**src/design/ppl_pkg.sv**
```systemverilog
// Shared types, constants and codes for the page pool LRU manager.
`default_nettype none
package ppl_pkg;

    localparam int POOL_DEPTH = 1024;
    localparam int PIN_BITS  = 8;
    localparam int IDX_W     = $clog2(POOL_DEPTH);
    localparam int PTR_W     = IDX_W + 1;
    localparam int CFG_W     = 11;
    localparam int CNT_W     = PTR_W;
    localparam int TOT_W     = 32;
    localparam int META_W    = PIN_BITS + 1;

    localparam logic [PTR_W-1:0]    NIL     = {1'b1, {IDX_W{1'b0}}};
    localparam logic [PIN_BITS-1:0] PIN_MAX = {PIN_BITS{1'b1}};
    localparam logic [CFG_W-1:0]    POOL_RESET = CFG_W'(POOL_DEPTH);

    typedef enum logic [2:0] {
        FN_ALLOC  = 3'd0,
        FN_FREE   = 3'd1,
        FN_TOUCH  = 3'd2,
        FN_PIN    = 3'd3,
        FN_UNPIN  = 3'd4,
        FN_EVICT  = 3'd5,
        FN_REINIT = 3'd6,
        FN_NOP    = 3'd7
    } func_t;

    typedef enum logic [2:0] {
        ST_OK         = 3'd0,
        ST_NO_FREE    = 3'd1,
        ST_BAD_INDEX  = 3'd2,
        ST_PINNED     = 3'd3,
        ST_NOT_ALLOC  = 3'd4,
        ST_PIN_SAT    = 3'd5,
        ST_NOT_PINNED = 3'd6,
        ST_NONE_EVICT = 3'd7
    } status_t;

    typedef enum logic [2:0] {
        S_CLEAR,
        S_IDLE,
        S_ALLOC,
        S_CHECK,
        S_TOUCH2,
        S_PREV_FIX,
        S_WALK,
        S_RESP
    } state_t;

    typedef struct packed {
        func_t            func;
        logic [IDX_W-1:0] page;
    } in_t;

    typedef struct packed {
        logic [CNT_W-1:0] free_cnt;
        logic [CNT_W-1:0] used_cnt;
        logic [CNT_W-1:0] pinned_cnt;
        logic [TOT_W-1:0] alloc_total;
        logic [TOT_W-1:0] free_total;
        logic [TOT_W-1:0] evict_total;
        logic [TOT_W-1:0] touch_total;
    } stats_t;

    typedef struct packed {
        status_t          status;
        logic [IDX_W-1:0] page_out;
        logic [CNT_W-1:0] free_cnt;
        logic [CNT_W-1:0] used_cnt;
        logic [CNT_W-1:0] pinned_cnt;
        logic [TOT_W-1:0] alloc_total;
        logic [TOT_W-1:0] free_total;
        logic [TOT_W-1:0] evict_total;
        logic [TOT_W-1:0] touch_total;
    } out_t;

    typedef struct packed {
        logic             init;
        logic [CNT_W-1:0] init_pages;
        logic             alloc;
        logic             free;
        logic             pin_up;
        logic             pin_dn;
        logic             evict;
        logic             touch;
    } stat_upd_t;

endpackage
`default_nettype wire

```
**src/design/ppl_stats.sv**
```systemverilog
// Occupancy counters and wrapping operation totals.
`default_nettype none
module ppl_stats (
    input  wire logic               aclk,
    input  wire logic               aresetn,
    input  wire ppl_pkg::stat_upd_t upd,
    output ppl_pkg::stats_t         stats
);

    ppl_pkg::stats_t stats_reg;
    ppl_pkg::stats_t stats_next;

    always_comb begin
        stats_next = stats_reg;
        if (upd.init) begin
            stats_next.free_cnt   = upd.init_pages;
            stats_next.used_cnt   = '0;
            stats_next.pinned_cnt = '0;
        end
        if (upd.alloc) begin
            stats_next.free_cnt    = stats_reg.free_cnt - 1'b1;
            stats_next.used_cnt    = stats_reg.used_cnt + 1'b1;
            stats_next.alloc_total = stats_reg.alloc_total + 1'b1;
        end
        if (upd.free) begin
            stats_next.free_cnt   = stats_reg.free_cnt + 1'b1;
            stats_next.used_cnt   = stats_reg.used_cnt - 1'b1;
            stats_next.free_total = stats_reg.free_total + 1'b1;
        end
        if (upd.pin_up) begin
            stats_next.pinned_cnt = stats_reg.pinned_cnt + 1'b1;
        end
        if (upd.pin_dn) begin
            stats_next.pinned_cnt = stats_reg.pinned_cnt - 1'b1;
        end
        if (upd.evict) begin
            stats_next.evict_total = stats_reg.evict_total + 1'b1;
        end
        if (upd.touch) begin
            stats_next.touch_total = stats_reg.touch_total + 1'b1;
        end
    end

    always_ff @(posedge aclk) begin
        if (!aresetn) begin
            stats_reg <= '{free_cnt: ppl_pkg::CNT_W'(ppl_pkg::POOL_DEPTH), default: '0};
        end else begin
            stats_reg <= stats_next;
        end
    end

    assign stats = stats_reg;

endmodule
`default_nettype wire

```
**config.mk**
```make
export PLATFORM = sky130hd
export DESIGN_NAME = ppl_stats
export DESIGN_NICKNAME = d
export VERILOG_FILES = /design/src/design/ppl_pkg.sv /design/src/design/ppl_stats.sv
export SDC_FILE = /design/constraint.sdc
export NUM_CORES = 1
export LEC_CHECK = 0
export BUFFER_PORTS_ARGS = -buffer_cell sky130_fd_sc_hd__buf_2
export CAP_MARGIN = 10
export CORE_MARGIN = 2
export CORE_UTILIZATION = 49
export DETAILED_ROUTE_END_ITERATION = 8
export GPL_TIMING_DRIVEN = 1
export PLACE_DENSITY_LB_ADDON = 0.3
export RECOVER_POWER = 50
export SETUP_SLACK_MARGIN = 0.3
export SYNTH_ARGS = -nofsm -noshare
export SYNTH_HDL_FRONTEND = slang
export SYNTH_SLANG_ARGS = --single-unit
```
**constraint.sdc**
```tcl
create_clock -name aclk -period 1.9 [get_ports aclk]
set_input_delay 0.095 -clock aclk [delete_from_list [all_inputs] [get_ports aclk]]
set_output_delay 0.095 -clock aclk [all_outputs]
set_load 0.05 [all_outputs]
```
==> impl_metrics.toml <==
[outcome]
outcome = "finished clean"

[sta]
fin_tns_setup_ns = 0
rsz0062_at_grt = "yes"
max_slew_margin = 0.5322
maxSlewViolCount = 0
fin_crit_sh = 0.9253
fin_skew_ns = 0.006795
hold_viol = 0
fin_hold_ws_ns = 0.05218
fin_crit_ns = 1.758
fmaxAchievable_mhz = 568.8
worst_pin_slew_ns = 0.7047
finalSetupViolations = 0

[drt]
drc_errors = 0
viasPerCell = 5.569
drt-pass1-iter-count = 5
drt_iter0_markers = 387
wl_met2_um = 10800
wl_met3_um = 1552
wl_met1_um = 10040
antenna_left = 0
vias = 8131
top_layer = "met4"
wl_per_cell_um = 15.58
postRouteWirelength_um = 22750

[global_routing]
antenna_found_initial = 0
grt_max_degree = 90
overflow = 0
grt_pass1_wl_um = 36000
first_global_vias = 7261
grtUsageTotal = 0.2466

[floorplanning]
die-area_mm2 = 0.01763
io_pins = 181
die_x_um = 132.8
coreArea_mm2 = 0.01641
die_y_um = 132.8
fp-row-count = 47
start_util = 0.4952

[power]
switching_power_w = 0.002475
power_leakage_nw = 4.414
power_frac_seq = 0.426
p_clk_frac = 0.418
comb_power_share = 0.156
irDropWorstVdd_uv = 610.3
p_int_w = 0.006026
powerDensity_mw_per_mm2 = 746.9
swShare = 0.2912

[critical_path]
slowest_delay_ns = 0.48
cp_num_buf_inv = 1
critPathRequiredTime_ns = 2.25
critPathMaxFanout = 6
cp_top_family = "simple AND/OR/NAND/NOR gates"
crit_path_start_kind = "register"
crit_arrival_ns = 2.11
slowest_stage = "or4_4"
end_kind = "register"
crit_type = "reg -> reg"
worstPathCellList = "nand4_1 -> buf_4 -> or4_4 -> or3_1 -> a21oi_1"

[layout]
final_util = 0.6937
layout.nets = 1257
num-fill-cells = 1348
drive_above_1_share = 0.3048
syn_to_final_growth_pct = 40.09
diodes = 0
regArea_mm2 = 0.003512
stdcell_area_mm2 = 0.01138
largest_reg_flops = 161
multi_input_area_mm2 = 0.005361

[clock_network]
cts_tree = "done"
ctsHtreeMaxLevel = 4
clk_path_buf_depth = 2
insertion_delay_ns = 0.42
cts-buffers-inserted = 17
clockRootBuffer = "clkbuf_16"
cts.sink_count = 161
clkSlewWorstSetupHoldPaths_ns = 0.06

[synthesis]
async_flop_share = 0
syn-cell-area_mm2 = 0.008124
synth.top_cell.area_share = 0.3967
synth_area_leaders = "dfxtp_1, xor2_1, nor2_1"
synthDistinctLibCells = 57
avgSynthCellArea_um2 = 8.173
syn_nets = 1024
synth_cells = 994
ys.flop_type = "dfxtp_1"
ys_ff_latch = 161
synth.most_common_cell = "dfxtp_1"
yosysTopAreaCell = "dfxtp_1"
synth_common_cells = "dfxtp_1, nor2_1, xor2_1"
seq_area_frac_synth = 0.3967
synth-warning-count = 0
synth-edff-count = 0

[placement]
place_congestion = 0.8649
post_dp_cell_area_mm2 = 0.01019
hpwl_um = 14560
portBuffers = 180

[hold_path]
min_path_type = "in -> reg"

[job]
maxCapViolCount = 0
-- what timing repair did --
action | CTS | global route
gates cloned | 2 | 3
hold endpoints to repair | 6 | 0
gates resized for setup | 15 | 61
pin swaps | 19 | 57
hold buffers | 3 | 0
endpoints found under the setup margin | 45 | 74
setup buffers | 26 | 26
-- final timing paths --
check        slack [ns]       start          to  depth (start not counted)
max                0.14   stats[73]   stats[81]                          5
min                0.05      upd[6]  stats[150]                          3
max reg2reg        0.14   stats[73]   stats[81]                          5
min reg2reg        0.49  stats[112]  stats[112]                          2
-- kinds of logic (layout without fill, tap and decap cells) --
group           after synthesis  after routing  synth area share
xor+xnor                    133            133            0.1434
flops                       161            161            0.3967
simple gates                477            479            0.3016
buf+inv                      75            319           0.03665
mux                           6              6          0.007547
fa+ha+maj                    10             10           0.01540
compound gates              132            132           0.09872
-- final cells by class --
type | instances | area share
Multi-Input combinational cell | 760 | 0.4711
Tap cell | 220 | 0.02419
Inverter | 19 | 0.006816
Sequential cell | 161 | 0.3086
Clock buffer | 22 | 0.04354
Timing Repair Buffer | 268 | 0.1351
Clock inverter | 10 | 0.01066
-- layout by cell type (no fill, tap or decap), types with 16 or more instances in the layout --
master,count
buf_4,64
nand3_1,49
clkbuf_16,19
buf_2,43
nor2_1,152
xor2_1,67
a21oi_1,34
xnor2_1,65
nand4_1,48
dfxtp_1,46
nor4_4,23
dfxtp_2,57
inv_1,16
dfxtp_4,58
o21ai_0,36
and3_1,18
nand2_1,60
or3_1,17
clkbuf_1,138
-- tightest hold or removal path, stage by stage --
cell	delay [ns]
buf_2	0.11
o21ai_0	0.15
a211oi_1	0.07
-- power by group through the flow --
stage	registers [W]	logic, W	clock network [W]
6_report	0.00362	0.00133	0.00355
3_3_place_gp	0.00370	0.00124	0
2_1_floorplan	0.00396	0.000720	0
4_1_cts	0.00361	0.00130	0.00361
5_1_grt	0.00364	0.00143	0.00376
3_5_place_dp	0.00370	0.00126	0
-- per-layer routing --
| layer | vias up | global-route usage |
|---|---|---|
| met4 | 0 | 0.07826 |
| met2 | 228 | 0.3923 |
| met1 | 3889 | 0.3248 |
| li1 | 3983 | - |
| met3 | 31 | 0.06973 |
| met5 | - | 0 |
-- metrics by stage --
step | worst slack [ns] | cells | total power, W
after CTS | 0.1676 | 1431 | 0.008531
after global routing | 0.04391 | 1460 | 0.008831
after global placement | 0.09399 | 1368 | 0.004936
final | 0.1419 | 1460 | 0.008501
after floorplan | 0.07943 | 994 | 0.004678
after detailed placement | 0.08545 | 1368 | 0.004959
(Power assumes the default switching activity.)
