==> src/design/ppl_ram.sv <==
// Generic single write port RAM with registered read.
`default_nettype none
module ppl_ram #(
    parameter int WIDTH = 8,
    parameter int DEPTH = 16
) (
    input  wire logic                     aclk,
    input  wire logic                     we,
    input  wire logic [$clog2(DEPTH)-1:0] waddr,
    input  wire logic [WIDTH-1:0]         wdata,
    input  wire logic [$clog2(DEPTH)-1:0] raddr,
    output logic      [WIDTH-1:0]         rdata
);

    logic [WIDTH-1:0] mem [DEPTH];

    always_ff @(posedge aclk) begin
        if (we) begin
            mem[waddr] <= wdata;
        end
        rdata <= mem[raddr];
    end

endmodule
`default_nettype wire

==> config.mk <==
export PLATFORM = sky130hd
export DESIGN_NAME = ppl_ram
export DESIGN_NICKNAME = d
export VERILOG_FILES = /design/src/design/ppl_ram.sv
export SDC_FILE = /design/constraint.sdc
export NUM_CORES = 1
export LEC_CHECK = 0
export BUFFER_PORTS_ARGS = -buffer_cell sky130_fd_sc_hd__buf_2
export CORE_ASPECT_RATIO = 0.8
export CORE_MARGIN = 1
export CORE_UTILIZATION = 30
export DETAILED_ROUTE_END_ITERATION = 16
export GPL_TIMING_DRIVEN = 0
export SLEW_MARGIN = 10
export SYNTH_ARGS = -nofsm -noshare
export SYNTH_HDL_FRONTEND = slang
export SYNTH_SLANG_ARGS = --single-unit
==> constraint.sdc <==
create_clock -name aclk -period 2.25 [get_ports aclk]
set_input_delay 0.1125 -clock aclk [delete_from_list [all_inputs] [get_ports aclk]]
set_output_delay 0.1125 -clock aclk [all_outputs]
set_load 0.005 [all_outputs]
==> results of run 1 <==
[cells in the mapped netlist]
| library cell | n |
|---|---|
| nand2b_1 | 2 |
| mux4_2 | 18 |
| nor2b_1 | 1 |
| nor3_1 | 4 |
| clkdlybuf4s25_2 | 3 |
| and2b_1 | 1 |
| or3b_2 | 1 |
| edfxtp_1 | 128 |
| nand3_1 | 1 |
| nor2_1 | 13 |
| a22oi_1 | 16 |
| dfxtp_1 | 8 |
| buf_4 | 1 |
| buf_2 | 3 |
| mux4_1 | 14 |
| and2_1 | 1 |
| nand3b_1 | 2 |
| buf_6 | 3 |
| nand2_1 | 9 |
[stage by stage]
stage                     hold WS, ns  utilization, %  TNS (ns)  power [mW]  instances
after detailed placement        0.492            33.3         0        3.18        473
after floorplan                 0.211               -         0        3.04        229
after CTS                      0.0876            37.0         0        6.02        505
final                          0.0930            37.1         0        5.98        505
after global placement          0.496            33.3  -0.00972        3.17        473
after global routing            0.105            37.1         0        6.13        505
[routing by layer]
layer | up-vias | part of all wire [%] | track usage (%)
li1 | 1061 | - | -
met1 | 1229 | 45 | 17.9
met2 | 85 | 45 | 18.3
met3 | 15 | 8.3 | 3.07
met4 | 0 | 1.3 | 5.80
met5 | - | 0 | 0
[sequential cells by signal, indices dropped and copies added (netlist names)]
name,flops
mem,128
rdata,8
[layout by cell type (no fill, tap or decap)]
master / netlist / routed
a22oi_1: 16 / 16
and2_1: 1 / 1
and2b_1: 1 / 1
buf_2: 3 / 27
buf_4: 1 / 1
buf_6: 3 / 3
bufinv_16: 0 / 4
clkbuf_1: 0 / 1
clkbuf_16: 0 / 17
clkdlybuf4s25_2: 3 / 3
clkinv_1: 0 / 4
clkinv_2: 0 / 1
clkinv_4: 0 / 3
clkinvlp_4: 0 / 2
dfxtp_1: 8 / 8
edfxtp_1: 128 / 128
mux4_1: 14 / 14
mux4_2: 18 / 18
nand2_1: 9 / 9
nand2b_1: 2 / 2
nand3_1: 1 / 1
nand3b_1: 2 / 2
nor2_1: 13 / 13
nor2b_1: 1 / 1
nor3_2: 0 / 4
or3b_2: 1 / 1
[cell type report]
type,count,area (µm²)
repair buffers,24,120
clock buffers,18,429
flip-flops and latches,136,4000
fillers,1498,10500
multi-input cells,83,1080
well taps,220,275
plain buffers,10,86.3
clock inverters,14,181
[how the worst max path moves through the flow]
stage                        start             endpoint  slack [ns]  cells past startpoint
4_1_cts        mem[5][0]$_DFFE_PP_     rdata[0]$_DFF_P_        0.74                      3
5_1_grt        mem[4][0]$_DFFE_PP_     rdata[0]$_DFF_P_        0.68                      3
6_report       mem[5][0]$_DFFE_PP_     rdata[0]$_DFF_P_        0.80                      3
3_3_place_gp              waddr[2]  mem[0][2]$_DFFE_PP_      -0.002                      3
3_5_place_dp              waddr[3]  mem[4][0]$_DFFE_PP_        0.43                      3
2_1_floorplan             waddr[2]  mem[0][0]$_DFFE_PP_        0.64                      2
[logic make-up after synthesis]
group | count (synthesis)
compound gates | 16
flops | 136
simple gates | 35
buf+inv | 10
mux | 32
[where the power goes]
part           internal, mW  switching [mW]
sequential             2.83          0.0129
clock                  1.84            1.02
combinational         0.113           0.163
total                  4.78            1.20
[worst max-delay path, cell delays in order, from the launching register on]
cell	delay, ns
edfxtp_1	0.35
mux4_1	0.56
a22oi_1	0.27
nand2_1	0.13
==> impl_summary.log, run 1 <==
[metrics] remaining number of nets flagged by the antenna check after routing: 0
[metrics] power per unit of standard cell area: 969 nW/µm²
[metrics] largest net degree at the start of global routing: 17
[metrics] Final Skew: 0.00560 ns
[metrics] HPWL Detailed: 6640 µm
[metrics] Clock Root Buffer: clkbuf_16
[metrics] setup slack of the critical path after layout: between 0.8 and 0.9 ns
[metrics] layout overhead on the synthesized area: 19.9%
[metrics] number of cells on the worst hold path: 1
[metrics] XOR/XNOR Fraction of Synth Area: 0%
[metrics] share of synthesized cell area in and, or, nand and nor gates: roughly 3.2%
[metrics] clock tree from TritonCTS: yes
[metrics] via count of the first global-routing pass: 2,457
[metrics] global routing usage summed across all routing layers: between 10% and 20%
[metrics] clock-pin slew reported for the worst setup and hold paths after clock tree synthesis: 0.06 ns
[metrics] cell area after technology mapping: 5150 µm²
[metrics] gpl congestion: 0.664
[metrics] overall die area: 17,700 µm²
[metrics] number of nets produced by synthesis: approximately 250
[metrics] total number of nets in the final design: 290
[metrics] hold-critical path endpoint: mem[6][6]$_DFFE_PP_
[metrics] post-synthesis sequential element count: 136
[metrics] critical path data required time: 2.53 ns
[metrics] Post-Synthesis Mean Instance Area: 22.5 µm²
[metrics] endpoints failing setup: 0
[metrics] worst slew margin relative to its limit: 41.9%
[metrics] reported leakage power: 2.03 nW
[metrics] width of the chip: between 100 and 150 µm
[metrics] Diodes inserted: 0
[metrics] post-synthesis compound-gate area fraction: 2.33%
[metrics] highest achievable clock rate: 690 MHz
[metrics] count of buffers added by post-CTS timing repair for setup: 0
[metrics] post-synthesis cell count: 229
[metrics] initial antenna violation count: 0
[metrics] Worst setup EP type: flip-flop
[metrics] global-route wire length before repair: 15,500 µm
[metrics] clock buffer count from CTS: 17
[metrics] worst hold path startpoint: wdata[6]
[metrics] quantity of gates resized following cts: 0
[metrics] count of warnings emitted by yosys: 0
[metrics] Data arrival, critical path: 1.73 ns
[metrics] number of hold-slack violations in the final timing report: 0
[metrics] number of buffers added on ports: 24
[metrics] Post-CTS Hold Fix Bufs: 0
[metrics] Register-to-Register Setup Slack: 0.80 ns
[metrics] number of cell instances on the worst register-to-register path: 3
[metrics] 1st-pass router iterations: 4
[metrics] main area contributors after synthesis: edfxtp_1, mux4_2, mux4_1
[metrics] via count: 2,390
[metrics] outcome: complete, no violations
[metrics] synth unique cells: 19
[metrics] WL final: 10,400 µm
[metrics] total non-filler cell area in the finished layout: 6170 µm²
[metrics] largest area contributor in the netlist: edfxtp_1
[metrics] combinational family with the most area after synthesis: multiplexers
[metrics] total of max-cap violations: 0
[metrics] worst setup timing slack at the placement stage: between 0.4 and 0.5 ns
[metrics] CTS sink count: 136
[metrics] Starting Density: 30.9%
[metrics] number of top-level pins: 26
[metrics] share of the yosys chip area belonging to registers: approximately 78%
[metrics] CP max FO: 1
[metrics] vias per std cell: 4.73
[metrics] DRC viols: 0
[metrics] count of pins over their slew limit: 0
[metrics] launching element type of the critical path: flip-flop
[metrics] clock tree buffer depth: 2
[metrics] layout cell share with drive strength beyond 1: 29.5%
[metrics] RR Endpoint: rdata[0]$_DFF_P_
[metrics] transition time of the tightest slew-check pin: around 0.87 ns
[metrics] Final Critical Period: 1.45 ns
[metrics] RSZ-0062 raised after global routing: no
[metrics] latest clock arrival within the worst-skew pair: 0.42 ns
[metrics] global route overflow: 0
[metrics] Wirelength per Cell: roughly 21 µm
[metrics] multiplexer fraction of the synthesized cell area: between 10% and 20%
[metrics] die extent in y: 119 µm
[metrics] Period Utilization, post-route: 64.4%
[metrics] CP Class: reg -> reg
[metrics] Placement Rows: 42
[metrics] total cell area at the placement stage: 5550 µm²
[metrics] worst-case vdd ir drop: 574 µV
[metrics] class of the most critical hold timing path: in -> reg
[metrics] post-synthesis adder-cell area fraction: 0%
[metrics] core area: 16,700 µm²
[metrics] initial DRC count: 246
[metrics] top-area cell type share of the netlist area: 74.7%
[metrics] H-tree level count: 4
[metrics] reg-to-reg critical path startpoint: mem[5][0]$_DFFE_PP_
No activity file was read; power rests on OpenSTA's default activity.
==> run 2, diff against run 1 <==
--- a/config.mk
+++ b/config.mk
@@ -5,6 +5,7 @@
 export SDC_FILE = /design/constraint.sdc
 export NUM_CORES = 1
 export LEC_CHECK = 0
+export ABC_AREA = 1
 export BUFFER_PORTS_ARGS = -buffer_cell sky130_fd_sc_hd__buf_2
 export CORE_ASPECT_RATIO = 0.8
 export CORE_MARGIN = 1
==> constraint.sdc (replaced) <==
create_clock -name aclk -period 1.5 [get_ports aclk]
set_input_delay 0.075 -clock aclk [delete_from_list [all_inputs] [get_ports aclk]]
set_output_delay 0.075 -clock aclk [all_outputs]
set_load 0.005 [all_outputs]
==> run 2 against run 1 <==
Net effect:
- final cell count increased by 70%
- non-clock buffer count grew 12
- worst setup slack worse by 0.49 ns
- sequential cell count unchanged
- hold slack worse by 0.0089 ns
- critical path type is now in -> reg
==> impl_summary.log, run 2 <==
[metrics] DRC viols: 0
[metrics] layout overhead on the synthesized area: 17.6%
[metrics] total negative slack: 0 ns
[metrics] Synth async-reset ratio: 0%
[metrics] total cell area at the placement stage: 6190 µm²
[metrics] post-synthesis adder-cell area fraction: 0%
[metrics] Placement Rows: 44
[metrics] internal power consumption: 6.99 mW
[metrics] quantity of gates resized following cts: 0
[metrics] combinational family with the most area after synthesis: simple AND/OR/NAND/NOR gates
[metrics] Final Skew: between 0.005 and 0.006 ns
[metrics] layout cell share with drive strength beyond 1: between 10% and 20%
[metrics] RSZ-0062 raised after global routing: no
[metrics] Post-synth EDFFs: between 100 and 150
[metrics] top-count cell post-synth: nand2_1
[metrics] Starting Density: 31.2%
[metrics] outcome: complete, no violations
[metrics] setup slack of the critical path after layout: a little over 0.3 ns
[metrics] Clock Root Buffer: clkbuf_16
[metrics] CP max FO: 8
[metrics] latest clock arrival within the worst-skew pair: 0.42 ns
[metrics] cell types with the highest counts after synthesis: nand2_1, edfxtp_1, inv_1
[metrics] transition time of the tightest slew-check pin: ~1.1 ns
[metrics] Post-CTS Hold Fix Bufs: 0
[metrics] via count of the first global-routing pass: 3,626
[metrics] clock tree from TritonCTS: yes
[metrics] Post-Synthesis Mean Instance Area: 10.5 µm²
[metrics] power share of the clock group: 46.3%
[metrics] most used cells in the layout excluding fill and tap cells: nand2_1, edfxtp_1, inv_1, nand3_1, buf_2
[metrics] largest area contributor in the netlist: edfxtp_1
[metrics] cell area after technology mapping: 5770 µm²
[metrics] synth unique cells: 12
[metrics] H-tree level count: 4
[metrics] number of top-level pins: 26
[metrics] Largest register FFs: 128
[metrics] width of the chip: ~160 µm
[metrics] launching element type of the critical path: input port
[metrics] Switching Share: 22.3%
[metrics] via count: 3,882
[metrics] HPWL Detailed: 9420 µm
[metrics] initial DRC count: between 400 and 500
[metrics] commonest non-fill, non-tap cell in the layout: nand2_1
[metrics] clock buffer count from CTS: 17
[metrics] post-synthesis cell count: 551
[metrics] clock tree buffer depth: 2
[metrics] worst setup timing slack at the placement stage: -0.107 ns
[metrics] CP Class: in -> reg
[metrics] Primary FF master, synth: edfxtp_1
[metrics] final-layout worst hold slack: 0.0841 ns
[metrics] main area contributors after synthesis: edfxtp_1, nand2_1, nand3_1
[metrics] power per unit of standard cell area: 1330 nW/µm²
[metrics] Worst setup EP type: flip-flop
[metrics] highest achievable clock rate: 840 MHz
[metrics] biggest regs: mem: 128 flops, rdata: 8 flops
[metrics] endpoints failing setup: 0
[metrics] clock-pin slew reported for the worst setup and hold paths after clock tree synthesis: 0.06 ns
[metrics] vias per std cell: 4.52
[metrics] count of warnings emitted by yosys: 0
[metrics] post-synthesis compound-gate area fraction: 0%
[metrics] overall die area: 19,800 µm²
[metrics] share of synthesized cell area in and, or, nand and nor gates: 21.0%
[metrics] remaining number of nets flagged by the antenna check after routing: 0
[metrics] Diodes inserted: 0
[metrics] count of buffers added by post-CTS timing repair for setup: 0
[metrics] die extent in y: 126 µm
[metrics] Data arrival, critical path: 1.22 ns
[metrics] global routing usage summed across all routing layers: 15.8%
[metrics] power dissipated by switching net loads: 2.01 mW
[metrics] 1st-pass router iterations: 4
[metrics] combinational share of power: 6.3%
[metrics] total non-filler cell area in the finished layout: 6780 µm²
[metrics] class of the most critical hold timing path: in -> reg
[metrics] Wirelength per Cell: 17.1 µm
[metrics] Final Critical Period: about 1.2 ns
[metrics] Period Utilization, post-route: 79.3%
[metrics] total number of nets in the final design: 610
[metrics] worst slew margin relative to its limit: between 20% and 30%
[metrics] XOR/XNOR Fraction of Synth Area: 0%
[metrics] top-area cell type share of the netlist area: 66.7%
[metrics] initial antenna violation count: 0
[metrics] register with the most flip-flops: mem
[metrics] count of pins over their slew limit: 0
[metrics] share of the yosys chip area belonging to registers: 69.4%
[metrics] post-synthesis sequential element count: 136
[metrics] total of max-cap violations: 0
[metrics] core area: 18,500 µm²
[metrics] number of nets produced by synthesis: 569
[metrics] CTS sink count: 136
[metrics] multiplexer fraction of the synthesized cell area: 0%
[metrics] largest net degree at the start of global routing: 17
[metrics] WL final: between 10,000 and 15,000 µm
[metrics] number of hold-slack violations in the final timing report: 0
[metrics] gpl congestion: about 0.84
[metrics] global-route wire length before repair: 22,100 µm
[metrics] global route overflow: 0
[metrics] number of buffers added on ports: 22
[metrics] part of the power in registers: 47.4%
[metrics] critical path data required time: 1.53 ns
[metrics] FILL cells: 1,859
[metrics] reported leakage power: just under 3 nW
[metrics] worst-case vdd ir drop: 843 µV
==> run 2: cell count changes in the layout (fill, tap and decap cells not counted), sizes merged, moves of 2 or more <==
cell | previous run | this run
nor3 | 4 | 0
nand2 | 9 | 173
inv | 0 | 102
nor2 | 13 | 17
nand3 | 1 | 97
mux4 | 32 | 0
clkdlybuf4s25 | 3 | 0
buf | 31 | 46
a22oi | 16 | 0
nand2b | 2 | 0
==> run 2: path summary, 6_finish.rpt <==
check                                       endpoint                 from  slack, ns  depth (start not counted)
worst max-delay path             mem[5][5]$_DFFE_PP_             waddr[3]       0.31                          3
worst min register to register      rdata[4]$_DFF_P_  mem[7][4]$_DFFE_PP_       0.70                          6
worst min-delay path            mem[12][2]$_DFFE_PP_             wdata[2]       0.08                          1
worst max register to register      rdata[3]$_DFF_P_  mem[9][3]$_DFFE_PP_       0.41                          6
==> run 2: worst max-delay path: stages <==
cell and delay (ns):
buf_2 0.12, nand3b_1 0.21, nor2_1 0.81
==> run 2: routing by layer <==
metal	vias up	global-route usage [%]	wire length, µm
met5	-	0	0
met1	1852	23.6	6940
met3	14	4.61	1320
met4	0	4.57	156
li1	1855	-	-
met2	161	22.0	6240
==> run 2: kinds of logic (layout without fill, tap and decap cells) <==
kind of cell	after synthesis	in the layout
simple gates	289	289
flops	136	136
buf+inv	126	180
==> run 2: layout make-up <==
| class | instances | area, µm² | area share, % |
|---|---|---|---|
| clock buffer | 17 | 425 | 6.28 |
| multi-input combinational | 289 | 1210 | 17.9 |
| inverter | 102 | 383 | 5.65 |
| tap | 253 | 317 | 4.67 |
| sequential | 136 | 4000 | 59.1 |
| buffer | 24 | 166 | 2.45 |
| clock inverter | 15 | 160 | 2.36 |
| timing repair buffer | 22 | 110 | 1.62 |
==> run 2: per-stage QoR <==
step / power (mW) / std cells / utilization (%)
2_1_floorplan: 4.65 / 551 / -
3_3_place_gp: 4.90 / 826 / 33.5
3_5_place_dp: 4.91 / 826 / 33.5
4_1_cts: 9.02 / 858 / 36.6
5_1_grt: 9.25 / 858 / 36.6
6_report: 9.00 / 858 / 36.6
==> run 2: power by group through the flow <==
stage	clock network, mW	logic [mW]	registers [mW]
floorplan	0	0.300	4.35
global placement	0	0.553	4.35
detailed placement	0	0.558	4.35
CTS	4.18	0.563	4.27
global route	4.35	0.620	4.28
finish	4.17	0.565	4.27
